===== src/hdl/urpa_pkg.sv =====
// Shared types and constants for the ultrasonic ranger with proximity alarm.
package urpa_pkg;

    localparam int CFG_IDX_W  = 3;
    localparam int CFG_DATA_W = 20;

    localparam logic [CFG_IDX_W-1:0] CFG_TRIGGER_LEN  = 3'd0;
    localparam logic [CFG_IDX_W-1:0] CFG_RISE_TIMEOUT = 3'd1;
    localparam logic [CFG_IDX_W-1:0] CFG_FALL_TIMEOUT = 3'd2;
    localparam logic [CFG_IDX_W-1:0] CFG_NEAR_LIMIT   = 3'd3;
    localparam logic [CFG_IDX_W-1:0] CFG_FAR_LIMIT    = 3'd4;
    localparam logic [CFG_IDX_W-1:0] CFG_NEAR_PERIOD  = 3'd5;
    localparam logic [CFG_IDX_W-1:0] CFG_FAR_PERIOD   = 3'd6;

    localparam logic [9:0]  RST_TRIGGER_LEN  = 10'd10;
    localparam logic [15:0] RST_RISE_TIMEOUT = 16'd10000;
    localparam logic [15:0] RST_FALL_TIMEOUT = 16'd50000;
    localparam logic [10:0] RST_NEAR_LIMIT   = 11'd10;
    localparam logic [10:0] RST_FAR_LIMIT    = 11'd30;
    localparam logic [19:0] RST_NEAR_PERIOD  = 20'd100000;
    localparam logic [19:0] RST_FAR_PERIOD   = 20'd500000;

    localparam logic [1:0] RPH_TRIG = 2'd0;
    localparam logic [1:0] RPH_RISE = 2'd1;
    localparam logic [1:0] RPH_FALL = 2'd2;

    localparam logic [1:0] APH_IDLE = 2'd0;
    localparam logic [1:0] APH_ON   = 2'd1;
    localparam logic [1:0] APH_OFF  = 2'd2;

    // floor(t*17/1000) = (t * DIST_MULT) >> DIST_SHIFT, exact for 16-bit t
    localparam int          DIST_SHIFT = 26;
    localparam logic [20:0] DIST_MULT  = 21'd1140851;

    typedef struct packed {
        logic echo_level;
        logic alarm_enable;
        logic horn_active;
    } t_in_item;

    typedef struct packed {
        logic        trigger_out;
        logic        led_out;
        logic        buzzer_on;
        logic [10:0] distance_cm;
        logic        distance_new;
    } t_out_item;

    typedef struct packed {
        logic [9:0]  trigger_len_us;
        logic [15:0] rise_timeout_us;
        logic [15:0] fall_timeout_us;
        logic [10:0] near_limit_cm;
        logic [10:0] far_limit_cm;
        logic [19:0] near_period_us;
        logic [19:0] far_period_us;
    } t_cfg;

    typedef struct packed {
        logic        trig;
        logic        fresh;
        logic [10:0] distance;
    } t_rng_res;

    typedef struct packed {
        logic led;
        logic buzzer;
    } t_alm_res;

endpackage


===== src/hdl/ultrasonic_ranger_proximity_alarm.sv =====
// Ultrasonic ranger with proximity alarm. Each input item is one microsecond
// tick; every item yields exactly one result item. The ranger and alarm state
// registers plus the next-state logic (including one 16x21 multiply for the
// distance scale) feed the output register directly, so one item is taken per
// clock as long as the output register is empty or being drained in the same
// cycle. The result becomes valid in the cycle after acceptance. Configuration
// registers are written through a plain write port; the user must write them
// only while no item is in flight, as the block does not enforce this.
module ultrasonic_ranger_proximity_alarm
    import urpa_pkg::*;
(
    input  logic                  i_clk,
    input  logic                  i_rst_n,
    input  logic                  i_in_valid,
    output logic                  o_in_ready,
    input  t_in_item              i_in_item,
    output logic                  o_out_valid,
    input  logic                  i_out_ready,
    output t_out_item             o_out_item,
    input  logic                  i_cfg_we,
    input  logic [CFG_IDX_W-1:0]  i_cfg_idx,
    input  logic [CFG_DATA_W-1:0] i_cfg_data
);

    t_cfg      r_cfg;
    t_out_item r_out;
    logic      r_out_valid;
    logic      w_adv;
    t_rng_res  w_rng;
    t_alm_res  w_alm;

    assign o_in_ready = !r_out_valid || i_out_ready;
    assign w_adv      = i_in_valid && o_in_ready;

    always_ff @(posedge i_clk) begin
        if (!i_rst_n) begin
            r_cfg.trigger_len_us  <= RST_TRIGGER_LEN;
            r_cfg.rise_timeout_us <= RST_RISE_TIMEOUT;
            r_cfg.fall_timeout_us <= RST_FALL_TIMEOUT;
            r_cfg.near_limit_cm   <= RST_NEAR_LIMIT;
            r_cfg.far_limit_cm    <= RST_FAR_LIMIT;
            r_cfg.near_period_us  <= RST_NEAR_PERIOD;
            r_cfg.far_period_us   <= RST_FAR_PERIOD;
        end else if (i_cfg_we) begin
            unique case (i_cfg_idx)
                CFG_TRIGGER_LEN:  r_cfg.trigger_len_us  <= i_cfg_data[9:0];
                CFG_RISE_TIMEOUT: r_cfg.rise_timeout_us <= i_cfg_data[15:0];
                CFG_FALL_TIMEOUT: r_cfg.fall_timeout_us <= i_cfg_data[15:0];
                CFG_NEAR_LIMIT:   r_cfg.near_limit_cm   <= i_cfg_data[10:0];
                CFG_FAR_LIMIT:    r_cfg.far_limit_cm    <= i_cfg_data[10:0];
                CFG_NEAR_PERIOD:  r_cfg.near_period_us  <= i_cfg_data;
                CFG_FAR_PERIOD:   r_cfg.far_period_us   <= i_cfg_data;
                default: begin
                end
            endcase
        end
    end

    urpa_ranger u_ranger (
        .i_clk   (i_clk),
        .i_rst_n (i_rst_n),
        .i_adv   (w_adv),
        .i_echo  (i_in_item.echo_level),
        .i_cfg   (r_cfg),
        .o_res   (w_rng)
    );

    urpa_alarm u_alarm (
        .i_clk      (i_clk),
        .i_rst_n    (i_rst_n),
        .i_adv      (w_adv),
        .i_enable   (i_in_item.alarm_enable),
        .i_horn     (i_in_item.horn_active),
        .i_distance (w_rng.distance),
        .i_cfg      (r_cfg),
        .o_res      (w_alm)
    );

    always_ff @(posedge i_clk) begin
        if (!i_rst_n) begin
            r_out_valid <= 1'b0;
        end else if (w_adv) begin
            r_out_valid <= 1'b1;
        end else if (i_out_ready) begin
            r_out_valid <= 1'b0;
        end
    end

    always_ff @(posedge i_clk) begin
        if (w_adv) begin
            r_out.trigger_out  <= w_rng.trig;
            r_out.led_out      <= w_alm.led;
            r_out.buzzer_on    <= w_alm.buzzer;
            r_out.distance_cm  <= w_rng.distance;
            r_out.distance_new <= w_rng.fresh;
        end
    end

    assign o_out_valid = r_out_valid;
    assign o_out_item  = r_out;

endmodule


===== src/hdl/urpa_ranger.sv =====
// Ranger sequencer: trigger pulse, echo rise wait, echo width count, distance.
module urpa_ranger
    import urpa_pkg::*;
(
    input  logic     i_clk,
    input  logic     i_rst_n,
    input  logic     i_adv,
    input  logic     i_echo,
    input  t_cfg     i_cfg,
    output t_rng_res o_res
);

    logic [1:0]  r_phase, n_phase;
    logic [15:0] r_timer, n_timer;
    logic [10:0] r_dist, n_dist;
    logic [15:0] w_elapsed;
    logic [36:0] w_prod;
    logic        w_trig, w_fresh;

    assign w_elapsed = (r_timer == 16'hFFFF) ? r_timer : r_timer + 16'd1;
    assign w_prod    = 37'(w_elapsed) * 37'(DIST_MULT);

    always_comb begin
        n_phase = r_phase;
        n_timer = w_elapsed;
        n_dist  = r_dist;
        w_trig  = 1'b0;
        w_fresh = 1'b0;
        unique case (r_phase)
            RPH_RISE: begin
                if (i_echo || w_elapsed >= i_cfg.rise_timeout_us) begin
                    n_phase = RPH_FALL;
                    n_timer = '0;
                end
            end
            RPH_FALL: begin
                if (!i_echo || w_elapsed >= i_cfg.fall_timeout_us) begin
                    n_dist  = w_prod[DIST_SHIFT +: 11];
                    w_fresh = 1'b1;
                    n_phase = RPH_TRIG;
                    n_timer = '0;
                end
            end
            default: begin
                w_trig  = 1'b1;
                n_phase = RPH_TRIG;
                if (w_elapsed >= 16'(i_cfg.trigger_len_us)) begin
                    n_phase = RPH_RISE;
                    n_timer = '0;
                end
            end
        endcase
    end

    always_ff @(posedge i_clk) begin
        if (!i_rst_n) begin
            r_phase <= RPH_TRIG;
            r_timer <= '0;
            r_dist  <= '0;
        end else if (i_adv) begin
            r_phase <= n_phase;
            r_timer <= n_timer;
            r_dist  <= n_dist;
        end
    end

    assign o_res.trig     = w_trig;
    assign o_res.fresh    = w_fresh;
    assign o_res.distance = n_dist;

endmodule


===== src/hdl/urpa_alarm.sv =====
// Proximity alarm: distance band select and LED/buzzer on/off cycle.
module urpa_alarm
    import urpa_pkg::*;
(
    input  logic        i_clk,
    input  logic        i_rst_n,
    input  logic        i_adv,
    input  logic        i_enable,
    input  logic        i_horn,
    input  logic [10:0] i_distance,
    input  t_cfg        i_cfg,
    output t_alm_res    o_res
);

    logic [1:0]  r_phase, n_phase;
    logic [19:0] r_timer, n_timer;
    logic [19:0] r_off, n_off;
    logic        r_led, n_led;
    logic        r_buzz, n_buzz;
    logic [19:0] w_dec;

    assign w_dec = (r_timer == '0) ? '0 : r_timer - 20'd1;

    always_comb begin
        n_phase = r_phase;
        n_timer = r_timer;
        n_off   = r_off;
        n_led   = r_led;
        n_buzz  = r_buzz;
        if (r_phase != APH_IDLE) begin
            n_timer = w_dec;
            if (w_dec == '0) begin
                if (r_phase == APH_ON) begin
                    n_buzz  = 1'b0;
                    n_led   = ~r_led;
                    n_timer = r_off;
                    n_phase = APH_OFF;
                end else begin
                    n_phase = APH_IDLE;
                end
            end
        end else if (i_enable && !i_horn) begin
            priority if (i_distance > i_cfg.near_limit_cm &&
                         i_distance <= i_cfg.far_limit_cm) begin
                n_buzz  = 1'b1;
                n_led   = ~r_led;
                n_timer = i_cfg.far_period_us;
                n_off   = i_cfg.far_period_us;
                n_phase = APH_ON;
            end else if (i_distance != '0 && i_distance <= i_cfg.near_limit_cm) begin
                n_buzz  = 1'b1;
                n_led   = ~r_led;
                n_timer = i_cfg.near_period_us;
                n_off   = i_cfg.near_period_us;
                n_phase = APH_ON;
            end else begin
                n_led  = 1'b0;
                n_buzz = 1'b0;
            end
        end
    end

    always_ff @(posedge i_clk) begin
        if (!i_rst_n) begin
            r_phase <= APH_IDLE;
            r_timer <= '0;
            r_off   <= '0;
            r_led   <= 1'b0;
            r_buzz  <= 1'b0;
        end else if (i_adv) begin
            r_phase <= n_phase;
            r_timer <= n_timer;
            r_off   <= n_off;
            r_led   <= n_led;
            r_buzz  <= n_buzz;
        end
    end

    assign o_res.led    = n_led;
    assign o_res.buzzer = n_buzz;

endmodule


===== config.mk =====
export PLATFORM = sky130hd
export DESIGN_NAME = ultrasonic_ranger_proximity_alarm
export DESIGN_NICKNAME = d
export VERILOG_FILES = /design/src/hdl/urpa_pkg.sv /design/src/hdl/ultrasonic_ranger_proximity_alarm.sv /design/src/hdl/urpa_ranger.sv /design/src/hdl/urpa_alarm.sv
export SDC_FILE = /design/constraint.sdc
export NUM_CORES = 1
export LEC_CHECK = 0
export ABC_CLOCK_PERIOD_IN_PS = 26700
export BUFFER_PORTS_ARGS = -buffer_cell sky130_fd_sc_hd__clkbuf_2
export CORE_UTILIZATION = 30
export CTS_CLUSTER_SIZE = 16
export DETAILED_ROUTE_END_ITERATION = 6
export PLACE_DENSITY_LB_ADDON = 0.15
export SLEW_MARGIN = 20
export SYNTH_ARGS = -nofsm -noshare
export SYNTH_HDL_FRONTEND = slang
export SYNTH_SLANG_ARGS = --single-unit

===== constraint.sdc =====
create_clock -name i_clk -period 26.7 [get_ports i_clk]
set_input_delay 1.335 -clock i_clk [delete_from_list [all_inputs] [get_ports i_clk]]
set_output_delay 1.335 -clock i_clk [all_outputs]
set_load 0.02 [all_outputs]

# After elaboration in Yosys (flattened, before gate mapping)
# Cells that the tools add are included.
[classes] bitwise_logic=2 eq_ne=13 n_mul=1 n_reduce_logical=31 n_mux=40 n_addsub=2 magnitude_cmp=6
[op_table] operator="20-bit 2-to-1 mux" n=7
[op_table] operator="16-bit 2-to-1 mux" n=4
[op_table] operator="20-bit zero test" n=2
[op_table] operator="16-bit by 21-bit multiplier with 37-bit output, second input constant" n=1
[op_table] operator="16-bit >= comparator" n=2
[op_table] operator="16-bit case mux with 2 select lines" n=1
[op_table] operator="11-bit <= comparator" n=2
[op_table] operator="11-bit 2-to-1 mux" n=2
[op_table] operator="20-bit by 1-bit subtractor with 20-bit output, second input constant" n=1
[op_table] operator="1-bit 2-to-1 mux" n=17
[op_table] operator="16-bit by 1-bit adder with 16-bit output, second input constant" n=1
[op_table] operator="16-bit equality test, second input constant" n=1
[op_table] operator="16-bit by 10-bit >= comparator with 1-bit output" n=1
[op_table] operator="2-bit 2-to-1 mux" n=8
[op_table] operator="2-bit AND reduction" n=7
[op_table] operator="11-bit > comparator" n=1
[op_table] operator="11-bit nonzero test" n=1
[op_table] operator="3-bit equality test, second input constant" n=3
[op_table] operator="4-bit AND reduction" n=2
[op_table] operator="2-bit nonzero test" n=4
[op_table] operator="3-bit by 2-bit equality test with 1-bit output, second input constant" n=2
[op_table] operator="3-bit AND reduction" n=2
[op_table] operator="2-bit by 1-bit equality test with 1-bit output, second input constant" n=2
[op_table] operator="1-bit logical AND" n=4
[op_table] operator="other kinds (11)" n=17
[word_totals] inputBits=31 reg_bits=193 out_inout_bits=17 elab_cells=116

# Depth between registers and ports, before layout
# Gate-level depths: netlist of the first run.
[depth] word_depth=12 ltp_mapped=44 depth_no_buf=42

# Hierarchy
# A second synthesis of the first run with hierarchy kept.
[unflattened] cells_unflattened=1734 area_unflattened_um2=16020.4
[modules_own_cells] mod="urpa_ranger" n_inst=1 area_per_inst_um2=7945.1 cells_each=892 seq_area_each_um2=580.6
[modules_own_cells] mod="ultrasonic_ranger_proximity_alarm" n_inst=1 area_per_inst_um2=4531.8 cells_each=410 seq_area_each_um2=2552.4
[modules_own_cells] mod="urpa_alarm" n_inst=1 area_per_inst_um2=3543.4 cells_each=432 seq_area_each_um2=880.8

# Worst setup path before layout of the first run
# OpenSTA, ideal clock, no wires.
[synth_timing] path_type="register to register" startpoint="register u_ranger.r_timer[11]" endpoint="register u_alarm.r_off[10]" setup_ns=0.072 required_time_ns=26.628 path_stages_with_launch=41 period_less_slack_ns=9.935 setup_slack_ns=16.765 arrival_ns=9.864 n_path_buf=2 path_cell_list="dfxtp_1 clkbuf_2 nand2_1 nor4_4 and3_1 a21boi_0 nor2b_1 and3_1 and3_1 and3_1 xor2_1 inv_1 fa_1 inv_1 ha_1 or2_2 fa_1 inv_1 [... 5 more ...] nand2_1 or4_1 or3_1 a21oi_1 nor4b_1 xor2_1 o21ai_0 ha_1 o21ai_0 a21oi_1 nor3_1 o31ai_1 a21oi_1 and4bb_2 a21o_2 nor3_4 buf_8 mux2i_1"
[synth_via] elab_chain_len=10 word_cells_on_any_way=17 classes_between="1 x add/sub; 1 x mul; 4 x order compare; 1 x eq/ne; 4 x mux; 6 x reduce/logical"
[synth_rtl] item="start, declared" line_no="urpa_ranger.sv:14" rtl="logic [15:0] r_timer, n_timer;"
[synth_rtl] item="start signal, assigned" line_no="urpa_ranger.sv:62" rtl="r_timer <= n_timer;"
[synth_rtl] item="16-bit by 1-bit adder with 16-bit output / 16-bit equality test (equally long branches)" line_no="urpa_ranger.sv:20" rtl="assign w_elapsed = (r_timer == 16'hFFFF) ? r_timer : r_timer + 16'd1;"
[synth_rtl] item="16-bit 2-to-1 mux (*)" line_no="urpa_ranger.sv:20"
[synth_rtl] item="branches (longest 2 deep; another with 16-bit by 21-bit multiplier with 37-bit output)"
[synth_rtl] item="11-bit 2-to-1 mux (*)" line_no="urpa_ranger.sv:37" rtl="if (!i_echo || w_elapsed >= i_cfg.fall_timeout_us) begin"
[synth_rtl] item="11-bit 2-to-1 mux (*)" line_no="urpa_ranger.sv:29" rtl="unique case (r_phase)"
[synth_rtl] item="named net u_alarm.i_distance[3]" line_no="urpa_alarm.sv:10" rtl="input logic [10:0] i_distance,"
[synth_rtl] item="11-bit <= comparator, or another cell as far along" line_no="urpa_alarm.sv:50" rtl="end else if (i_distance != '0 && i_distance <= i_cfg.near_limit_cm) begin"
[synth_rtl] item="1-bit logical AND, on equally long branches" line_no="urpa_alarm.sv:50, urpa_alarm.sv:43"
[synth_rtl] item="2-bit nonzero test (no source line)"
[synth_rtl] item="4-bit AND reduction (no source line)"
[synth_rtl] item="end signal, assigned" line_no="urpa_alarm.sv:73" rtl="r_off <= n_off;"
[synth_rtl] item="end, declared" line_no="urpa_alarm.sv:17" rtl="logic [19:0] r_off, n_off;"
# Mark *: on every way through the listed nets, which the timed path passes.
# A chain may end at the register's enable or synchronous reset.

# Worst setup path in the final report of the first run
[layout_timing] startpoint="register u_ranger.r_timer[11]" endpoint="register u_alarm.r_off[18]"
# The elaborated chain is that of the path after synthesis.

==> results by group, run 1 <==
Status
  • Status: finished, violations left
  • Failing checks: DRC

Cells and area
  • Final Util: 33.4%
  • Final Cell Area: 17600 um^2
  • ANT cells: 0
  • # fillers: 5550
  • Nets: 2288
  • Area growth from synthesis to layout: 9.16%
  • Area occupied by multi-input gates: 10900 um^2
  • Share of layout cells above drive strength 1: 6.76%
  • Sequential cell area: 4010 um^2

Pwr
  • Power share of the sequential group: 40.1%
  • Internal Power: 504 uW
  • Psw: 269 uW
  • Lkg Pwr: 0.00843 uW
  • Net Sw Frac: 34.8%
  • Power per cell area: 43.8 nW/um^2
  • Combinational group share of total power: 27.2%
  • VDD IR max: 0.0000419 V
  • Clk pwr share: 32.8%

Setup path
  • Crit path required time: 27100 ps
  • Crit path max fanout: 22
  • CP Capture Type: flop
  • Critical path data arrival time: 12740 ps
  • CP max-delay cell: a21oi_4
  • Worst setup SP type: flop
  • Worst path max stage delay: 800 ps
  • CP Class: reg -> reg
  • Cell mode on critical path: inv_1

Yosys
  • Share of flip-flops with an asynchronous set or reset: 0%
  • Post-synth EDFFs: 15
  • Synth top area share: 22.0%
  • Synth top area cells: dfxtp_1 (22%), ha_1 (18%), fa_1 (11%), nand2_1 (7.5%), inv_1 (6.0%)
  • Prevailing post-synth register cell: dfxtp_1
  • Mapped Area: 16200 um^2
  • Syn nets: 2283
  • Synthesized instance count: 1935
  • FF+latch count, synth: 193
  • Synth area leader: dfxtp_1
  • Synth Area per Inst: 8.36 um^2
  • Cell variety after synth: 84
  • Post-synthesis sequential area ratio: 24.8%
  • Synth warn: 0

Route
  • Max layer used: met5
  • Met1 Wirelength: 23100 um
  • DR WL/cell: 18.2 um
  • Met2 routed WL: 22200 um
  • Via density: 4.95
  • DR iter-0 viols: 662
  • Via count: 13100
  • Drt total wl: 48100 um
  • Antenna-violating nets left: 0
  • DRC violations left: 3
  • Pre-antenna DRT Iters: 7
  • Met3 wire len: 2010 um

Die
  • I/O pin count: 48
  • # rows: 84
  • Initial core utilization: 30.6%
  • Chip width: 234 um
  • Core Region: 52900 um^2
  • Die height: 234 um
  • Die Footprint: 54800 um^2

Global route
  • Largest net degree at the start of global routing: 88
  • GRT Util Overall: 18.0%
  • Overflow left after global routing: 0
  • Global-route wire length before repair: 75000 um
  • Initial antenna violation count: 2
  • Vias in the first global route: 13000

Clock tree
  • Post-CTS Setup Bufs: 0
  • H-tree level count: 4
  • Cts hold-fix bufs: 0
  • Clock Latency Late Sink: 460 ps
  • Post-CTS resize count: 0
  • CTS buffer count: 17
  • CTS Buffer Depth: 2
  • Clock slew at reported path FFs: 80 ps
  • CTS tree: yes
  • CTS root buf: clkbuf_16
  • Num Clock Sinks: 193

Flow run
  • Number of max-cap violations: 0

Placement
  • Post-DP HPWL: 37600 um
  • Port bufs: 47
  • Place WS: 14310 ps
  • Routability cong.: 0.894
  • DP Area: 17100 um^2

Timing
  • Max-slew violations: 0
  • Worst Tran Pin Value: 1070 ps
  • Endpoints failing hold: 0
  • Final hold slack: 452 ps
  • Period utilisation layout: 46.2%
  • Final clock skew: 15.4 ps
  • RSZ-0062 raised after global routing: false
  • Max_slew headroom: 28.9%
  • Fmax: 0.0810 GHz
  • Crit path time final: 12350 ps
  • Final WS setup: 14350 ps
  • Final Setup Violations: 0
  • Fin Setup TNS: 0 ps

Min path
  • Hold WC Path Type: reg -> reg
synthesized netlist by cell type, types with 13 or more instances:
cell type	n
fa_1	86
nand2_1	322
dfxtp_1	178
nand3_1	46
xor2_1	29
nand4_1	20
inv_1	259
clkbuf_1	58
edfxtp_1	15
nor3_1	30
ha_1	231
mux2i_1	66
and3_1	13
a211oi_1	17
o21ai_0	48
a21o_1	30
o211ai_1	24
nor2_1	76
a21oi_1	150
buf_1	14
nand2b_1	33
xnor2_1	17
routing by layer:
| metal | track usage (%) | up-vias |
|---|---|---|
| met5 | 0 | - |
| met4 | 4.73 | 2 |
| met1 | 24.0 | 6230 |
| met3 | 3.22 | 49 |
| li1 | - | 6545 |
| met2 | 29.9 | 236 |
layout make-up:
cell class	instances	share of cell area, %
multi-input cells	1401	61.5
inverters	260	5.54
clock buffers	21	2.61
repair buffers	67	2.20
well taps	688	4.88
clock inverters	11	0.553
flip-flops and latches	193	22.7
metrics by stage:
stage | power [uW] | std cells
2_1_floorplan | 464 | 1935
3_3_place_gp | 526 | 2609
3_5_place_dp | 527 | 2609
4_1_cts | 783 | 2641
5_1_grt | 818 | 2641
6_report | 773 | 2641
cell families after synthesis:
kind of cell | count (synthesis) | share of synthesized area, %
muxes | 69 | 4.31
adders and majority gates | 317 | 28.5
and+or+nand+nor | 608 | 17.4
DFF | 193 | 24.8
AOI/OAI and AO/OA | 361 | 14.3
xor gates and xnor gates | 46 | 2.49
buffers and inverters | 341 | 8.23
power by group through the flow:
stage | Sequential, uW | Clock [uW] | Combinational, uW
6_report | 310 | 253 | 210
5_1_grt | 311 | 271 | 236
2_1_floorplan | 316 | 0 | 148
3_3_place_gp | 317 | 0 | 209
3_5_place_dp | 317 | 0 | 210
4_1_cts | 310 | 261 | 212
final timing paths:
path                            slack [ps]                end                  from  cells after the start
worst max-delay path                 14350  u_alarm.r_off[18]  u_ranger.r_timer[11]                     38
worst min-delay path                   450          r_cfg[33]             r_cfg[33]                      2
worst max register to register       14350  u_alarm.r_off[18]  u_ranger.r_timer[11]                     38
worst min register to register         450          r_cfg[33]             r_cfg[33]                      2
cell usage in the layout (no fill, tap or decap), drive strengths merged, types with 51 or more instances in the layout:
cell type / instances
dfxtp: 178
a21oi: 151
ha: 231
inv: 264
mux2i: 67
fa: 86
nor2: 76
o21ai: 51
nand2: 323
clkbuf: 67
flip-flops by register name, indices dropped and copies added, names as in the netlist:
name and cells:
u_ranger.r_timer 16, u_alarm.r_off 20, u_alarm.r_phase 2, u_alarm.r_timer 20, o_out_valid 1, u_alarm.r_led 1, o_out_item 15, u_alarm.r_buzz 1
u_ranger.r_dist 11, u_ranger.r_phase 2, r_cfg 104
critical path, delay by kind of cell, from the launching register on:
| family | cells | cell delay (ps) |
|---|---|---|
| xor+xnor | 1 | 690 |
| buf+inv | 7 | 880 |
| flops | 1 | 460 |
| simple gates | 11 | 2730 |
| compound gates | 10 | 3530 |
| fa+ha+maj | 8 | 3750 |
| mux | 1 | 220 |
No activity file was read; power rests on OpenSTA's default activity.
==> inputs of run 2 (changes only) <==
Settings changed: ABC_CLOCK_PERIOD_IN_PS 26700 to 11800.
Clock period 26.7 ns to 11.8 ns, I/O delays scaled along.
==> results by group, run 2 (same netlist as run 1, synthesis figures left out) <==
Global route
  • GR Util met2: 30.3% (+0.41 points)
  • GRT Max-Usage Layer: met2
  • Initial antenna violation count: 1 (-1)
  • Met3 Track Usage GR: 2.29% (-0.94 points)
  • Met1 Usage GRT: 24.8% (+0.80 points)
  • Overflow left after global routing: 0 (unchanged)
  • Largest net degree at the start of global routing: 78 (-11%)
  • Global-route wire length before repair: 76100 um (+1.4%)
  • GRT Util Overall: 18.3% (+0.21 points)
  • Vias in the first global route: 13000 (-0.015%)

Clock tree
  • H-tree level count: 4 (unchanged)
  • Num Clock Sinks: 193 (unchanged)
  • Clock Latency Late Sink: 460 ps (about the same)
  • Cts hold-fix bufs: 0 (unchanged)
  • CTS root buf: clkbuf_16
  • CTS buffer count: 17 (unchanged)
  • Clock slew at reported path FFs: 80 ps (about the same)
  • CTS tree: yes
  • CTS Buffer Depth: 2 (unchanged)

Timing
  • Crit path time final: 10960 ps (-1390 ps)
  • Fin Setup TNS: 0 ps (unchanged)
  • Final clock skew: 9.87 ps (-5.49 ps)
  • Final Setup Violations: 0 (unchanged)
  • RSZ-0062 raised after global routing: false
  • Max-slew violations: 0 (unchanged)
  • Worst Tran Pin Value: 982 ps (-84.3 ps)
  • Fmax: 0.0913 GHz (+13%)
  • Final hold slack: 368 ps (-84.0 ps)
  • Endpoints failing hold: 0 (unchanged)
  • Max_slew headroom: 34.4% (+5.5 points)
  • Period utilisation layout: 92.9% (+47 points)

Min path
  • Hold Path Origin: i_cfg_data[16]
  • Hold WC Path Type: in -> reg

Setup path
  • Worst setup startpoint: u_ranger.r_timer[11]
  • Worst setup SP type: flop
  • Delay-heaviest family, CP: adder cells
  • Crit path max fanout: 22 (unchanged)
  • RR Startpoint: u_ranger.r_timer[11]
  • Worst path max stage delay: 540 ps (-260 ps)
  • Crit path required time: 12180 ps (-14920 ps)
  • Worst Path Buf+Inv: 8 (+1)
  • Critical path data arrival time: 11340 ps (-1400 ps)
  • CP Capture Type: flop
  • Flop2flop setup slack: 840 ps (-13510 ps)
  • Cell mode on critical path: inv_1
  • CP Class: reg -> reg
  • CP max-delay cell: o31ai_1

Die
  • Chip width: 234 um (unchanged)
  • Initial core utilization: 30.6% (unchanged)
  • Core Region: 52900 um^2 (unchanged)
  • # rows: 84 (unchanged)
  • I/O pin count: 48 (unchanged)
  • Die Footprint: 54800 um^2 (unchanged)
  • Die height: 234 um (unchanged)

Status
  • Failing checks: DRC
  • Status: finished, violations left

Cells and area
  • Share of layout cells above drive strength 1: 6.94% (+0.18 points)
  • Largest Register: r_cfg
  • Area growth from synthesis to layout: 9.54%
  • Most common cell after layout, fill and taps aside: nand2_1
  • Most frequent cells in the layout: nand2_1 (322), inv_1 (258), ha_1 (231), dfxtp_1 (178), a21oi_1 (149)
  • # fillers: 5546 (-0.072%)
  • Largest registers: r_cfg: 104 flops, u_alarm.r_off: 20 flops, u_alarm.r_timer: 20 flops
  • ANT cells: 0 (unchanged)
  • Sequential cell area: 4010 um^2 (unchanged)
  • Final Instance Count excl. Fillers: 2647 (+0.23%)
  • Largest register FFs: 104 (unchanged)
  • Area occupied by multi-input gates: 10800 um^2 (-0.12%)
  • Nets: 2294 (+0.26%)

Route
  • Pre-antenna DRT Iters: 7 (unchanged)
  • DR WL/cell: 18.3 um (+0.47%)
  • Via count: 13000 (-0.26%)
  • Drt total wl: 48500 um (+0.70%)
  • DRC violations left: 3 (unchanged)
  • Via density: 4.92 (-0.49%)
  • Antenna-violating nets left: 0 (unchanged)
  • DR iter-0 viols: 677 (+2.3%)

Placement
  • Routability cong.: 0.904 (+1.2%)
  • Port bufs: 47 (unchanged)
  • Dpl cells: 2615 (+0.23%)
  • Post-DP HPWL: 38000 um (+0.97%)

Pwr
  • Total chip power: 1770 uW (+130%)
  • Power per cell area: 100 nW/um^2 (+130%)
  • Lkg Pwr: 0.00848 uW (+0.54%)
  • VDD IR max: 0.000104 V (+150%)

Flow run
  • Number of max-cap violations: 0 (unchanged)
-- run 2: cell count changes in the layout (fill, tap and decap cells not counted), sizes merged --
cell,delta
bufinv,+1
clkinv,-2
inv,+1
buf,+6
-- run 2: what timing repair did --
action | CTS | global route
endpoints found under the setup margin | 0 | 2
resized for setup | 0 | 1
setup buffers | 0 | 0
endpoints found under the hold margin | 0 | 0
-- run 2: worst register-to-register path: cells and delay by family, from the launching register on --
kind,cells,cell delay [ps]
compound gates,10,2740
xor+xnor,1,140
fa+ha+maj,8,3680
buf+inv,8,930
flops,1,460
mux,1,260
simple gates,11,2670
-- run 2: report_power, final --
group / switching, uW / internal (uW)
combinational: 304 / 171
sequential: 17.7 / 683
clock: 282 / 315
total: 604 / 1170
-- run 2: worst paths after layout --
| check | endpoint | cells after the start |
|---|---|---|
| setup / recovery | u_alarm.r_off[17] | 39 |
| hold / removal | r_cfg[36] | 3 |
| setup reg to reg | u_alarm.r_off[17] | 39 |
| hold reg to reg | r_cfg[80] | 2 |
-- run 2: metal layers --
metal / wire [um] / share of wire (%)
met5: 0 / 0
met1: 23500 / 48
met2: 22500 / 47
met3: 1480 / 3.1
met4: 952 / 2.0
-- run 2: area by class of cell --
cell class / count / area share, %
tap: 688 / 4.86
clock inverter: 11 / 0.657
multi-input combinational: 1401 / 61.2
inverter: 260 / 5.52
timing repair buffer: 73 / 2.44
clock buffer: 21 / 2.66
sequential: 193 / 22.7
-- run 2: stage by stage --
| stage | setup slack [ps] | util (%) | cell area [um^2] |
|---|---|---|---|
| after floorplan | 1860 | - | 16200 |
| after global placement | 999 | 32.4 | 17100 |
| after detailed placement | 832 | 32.4 | 17100 |
| after CTS | 793 | 33.5 | 17700 |
| after global routing | 157 | 33.5 | 17700 |
| final | 842 | 33.5 | 17700 |
==> inputs of run 3 (changes only) <==
Settings changed: CELL_PAD_IN_SITES_DETAIL_PLACEMENT from default to 2, CELL_PAD_IN_SITES_GLOBAL_PLACEMENT from default to 2.
==> results by group, run 3 (same netlist as run 1, synthesis figures left out) <==
Status
  • Status: finished, violations left
  • Failing checks: DRC

Route
  • Met1 Wirelength: 27700 um (+18%)
  • Met3 wire len: 1050 um (-29%)
  • Met2 routed WL: 25500 um (+13%)
  • Drt total wl: 55500 um (+14%)
  • Via count: 13600 (+4.1%)
  • Max layer used: met5
  • DRC violations left: 4 (+1)
  • Pre-antenna DRT Iters: 6 (-1)
  • Via density: 5.12 (+3.9%)
  • DR WL/cell: 20.9 um (+14%)
  • Antenna-violating nets left: 0 (unchanged)
  • DR iter-0 viols: 457 (-32%)

Die
  • Die Footprint: 54800 um^2 (unchanged)
  • Die height: 234 um (unchanged)
  • Chip width: 234 um (unchanged)
  • Core Region: 52900 um^2 (unchanged)
  • Initial core utilization: 30.6% (unchanged)
  • # rows: 84 (unchanged)
  • I/O pin count: 48 (unchanged)

Timing
  • Period utilisation layout: 94.7% (+1.9 points)
  • Worst Tran Pin Value: 1040 ps (+61.3 ps)
  • Endpoints failing hold: 0 (unchanged)
  • Fmax: 0.0895 GHz (-2.0%)
  • Fin Setup TNS: 0 ps (unchanged)
  • Final Setup Violations: 0 (unchanged)
  • RSZ-0062 raised after global routing: false
  • Crit path time final: 11180 ps (+221 ps)
  • Max-slew violations: 0 (unchanged)
  • Final clock skew: 14.8 ps (+4.95 ps)
  • Max_slew headroom: 30.2% (-4.2 points)

Global route
  • Largest net degree at the start of global routing: 70 (-10%)
  • Initial antenna violation count: 1 (unchanged)
  • Overflow left after global routing: 0 (unchanged)
  • Vias in the first global route: 14800 (+13%)
  • GRT Util Overall: 21.0% (+2.8 points)
  • Global-route wire length before repair: 86800 um (+14%)

Cells and area
  • Final Instance Count excl. Fillers: 2650 (+0.11%)
  • Largest register FFs: 104 (unchanged)
  • Area growth from synthesis to layout: 9.70%
  • Most frequent cells in the layout: nand2_1 (322), inv_1 (258), ha_1 (231), dfxtp_1 (178), a21oi_1 (149)
  • ANT cells: 0 (unchanged)
  • Largest Register: r_cfg
  • Nets: 2297 (+0.13%)
  • Share of layout cells above drive strength 1: 7.14% (+0.19 points)
  • Most common cell after layout, fill and taps aside: nand2_1
  • Largest registers: r_cfg: 104 flops, u_alarm.r_off: 20 flops, u_alarm.r_timer: 20 flops

Flow run
  • Number of max-cap violations: 0 (unchanged)

Setup path
  • Crit path required time: 12200 ps (+20 ps)
  • Critical path data arrival time: 11580 ps (+240 ps)
  • CP Capture Type: flop
  • Crit path max fanout: 22 (unchanged)
  • CP max-delay cell: fa_1
  • Worst path max stage delay: 540 ps (about the same)
  • Cell mode on critical path: fa_1
  • Worst Path Buf+Inv: 6 (-2)
  • CP Class: reg -> reg
  • Worst setup SP type: flop
  • Delay-heaviest family, CP: compound AO/OA/AOI/OAI gates

Min path
  • Hold WC Path Type: in -> reg

Clock tree
  • Cts hold-fix bufs: 0 (unchanged)
  • Post-CTS resize count: 0 (unchanged)
  • Post-CTS Setup Bufs: 0 (unchanged)
  • CTS root buf: clkbuf_16
  • H-tree level count: 4 (unchanged)
  • Clock slew at reported path FFs: 80 ps (about the same)
  • Num Clock Sinks: 193 (unchanged)
  • CTS Buffer Depth: 2 (unchanged)
  • CTS buffer count: 17 (unchanged)
  • CTS tree: yes
  • Clock Latency Late Sink: 480 ps (+20 ps)

Pwr
  • Lkg Pwr: 0.00849 uW (+0.15%)
  • VDD IR max: 0.000112 V (+6.9%)
  • Power per cell area: 102 nW/um^2 (+1.4%)

Placement
  • Port bufs: 47 (unchanged)
  • Routability cong.: 0.823 (-9.0%)
  • Dpl cells: 2618 (+0.11%)
  • Post-DP HPWL: 44100 um (+16%)
-- run 3: worst paths after layout --
check	startpoint	to	slack [ps]	depth (start not counted)
max	u_ranger.r_timer[11]	u_alarm.r_off[7]	620	40
min	i_cfg_data[18]	r_cfg[18]	350	3
max reg2reg	u_ranger.r_timer[11]	u_alarm.r_off[7]	620	40
min reg2reg	r_cfg[24]	r_cfg[24]	460	2
-- run 3: per-stage QoR --
stage               instance area [um^2]  utilization [%]  worst slack [ps]  hold slack, ps  total power, uW
finish                             17700             33.6               621             347             1800
global route                       17700             33.6              31.5             337             1910
CTS                                17700             33.5               432             309             1830
detailed placement                 17100             32.4               475             451             1210
global placement                   17100             32.4               802             443             1200
floorplan                          16200                -              1860             435             1050
-- run 3: cell type report --
| class | instances | area [um^2] |
|---|---|---|
| fillers | 6004 | 35100 |
| multi-input cells | 1401 | 10800 |
| flip-flops and latches | 193 | 4010 |
| inverters | 260 | 977 |
| well taps | 688 | 861 |
| repair buffers | 76 | 455 |
| clock buffers | 21 | 450 |
| clock inverters | 11 | 130 |
-- run 3: metal layers --
layer / track usage, % / up-vias
li1: - / 6544
met1: 28.8 / 6834
met2: 34.2 / 115
met3: 2.86 / 62
met4: 6.23 / 2
met5: 0 / -
-- run 3: worst reg2reg max path, delay by kind of cell (launching register included) --
family                     cells  cell delay (ps)
buffers and inverters          6              900
AOI/OAI and AO/OA             13             3370
muxes                          1              260
and+or+nand+nor               11             2610
xor gates and xnor gates       1              140
DFF                            1              460
adders and majority gates      8             3350
-- run 3: where the power goes --
group	switching, uW	total (uW)	internal, uW
clock network	289	610	320
registers	18.4	702	683
logic	318	490	172
total	626	1800	1180
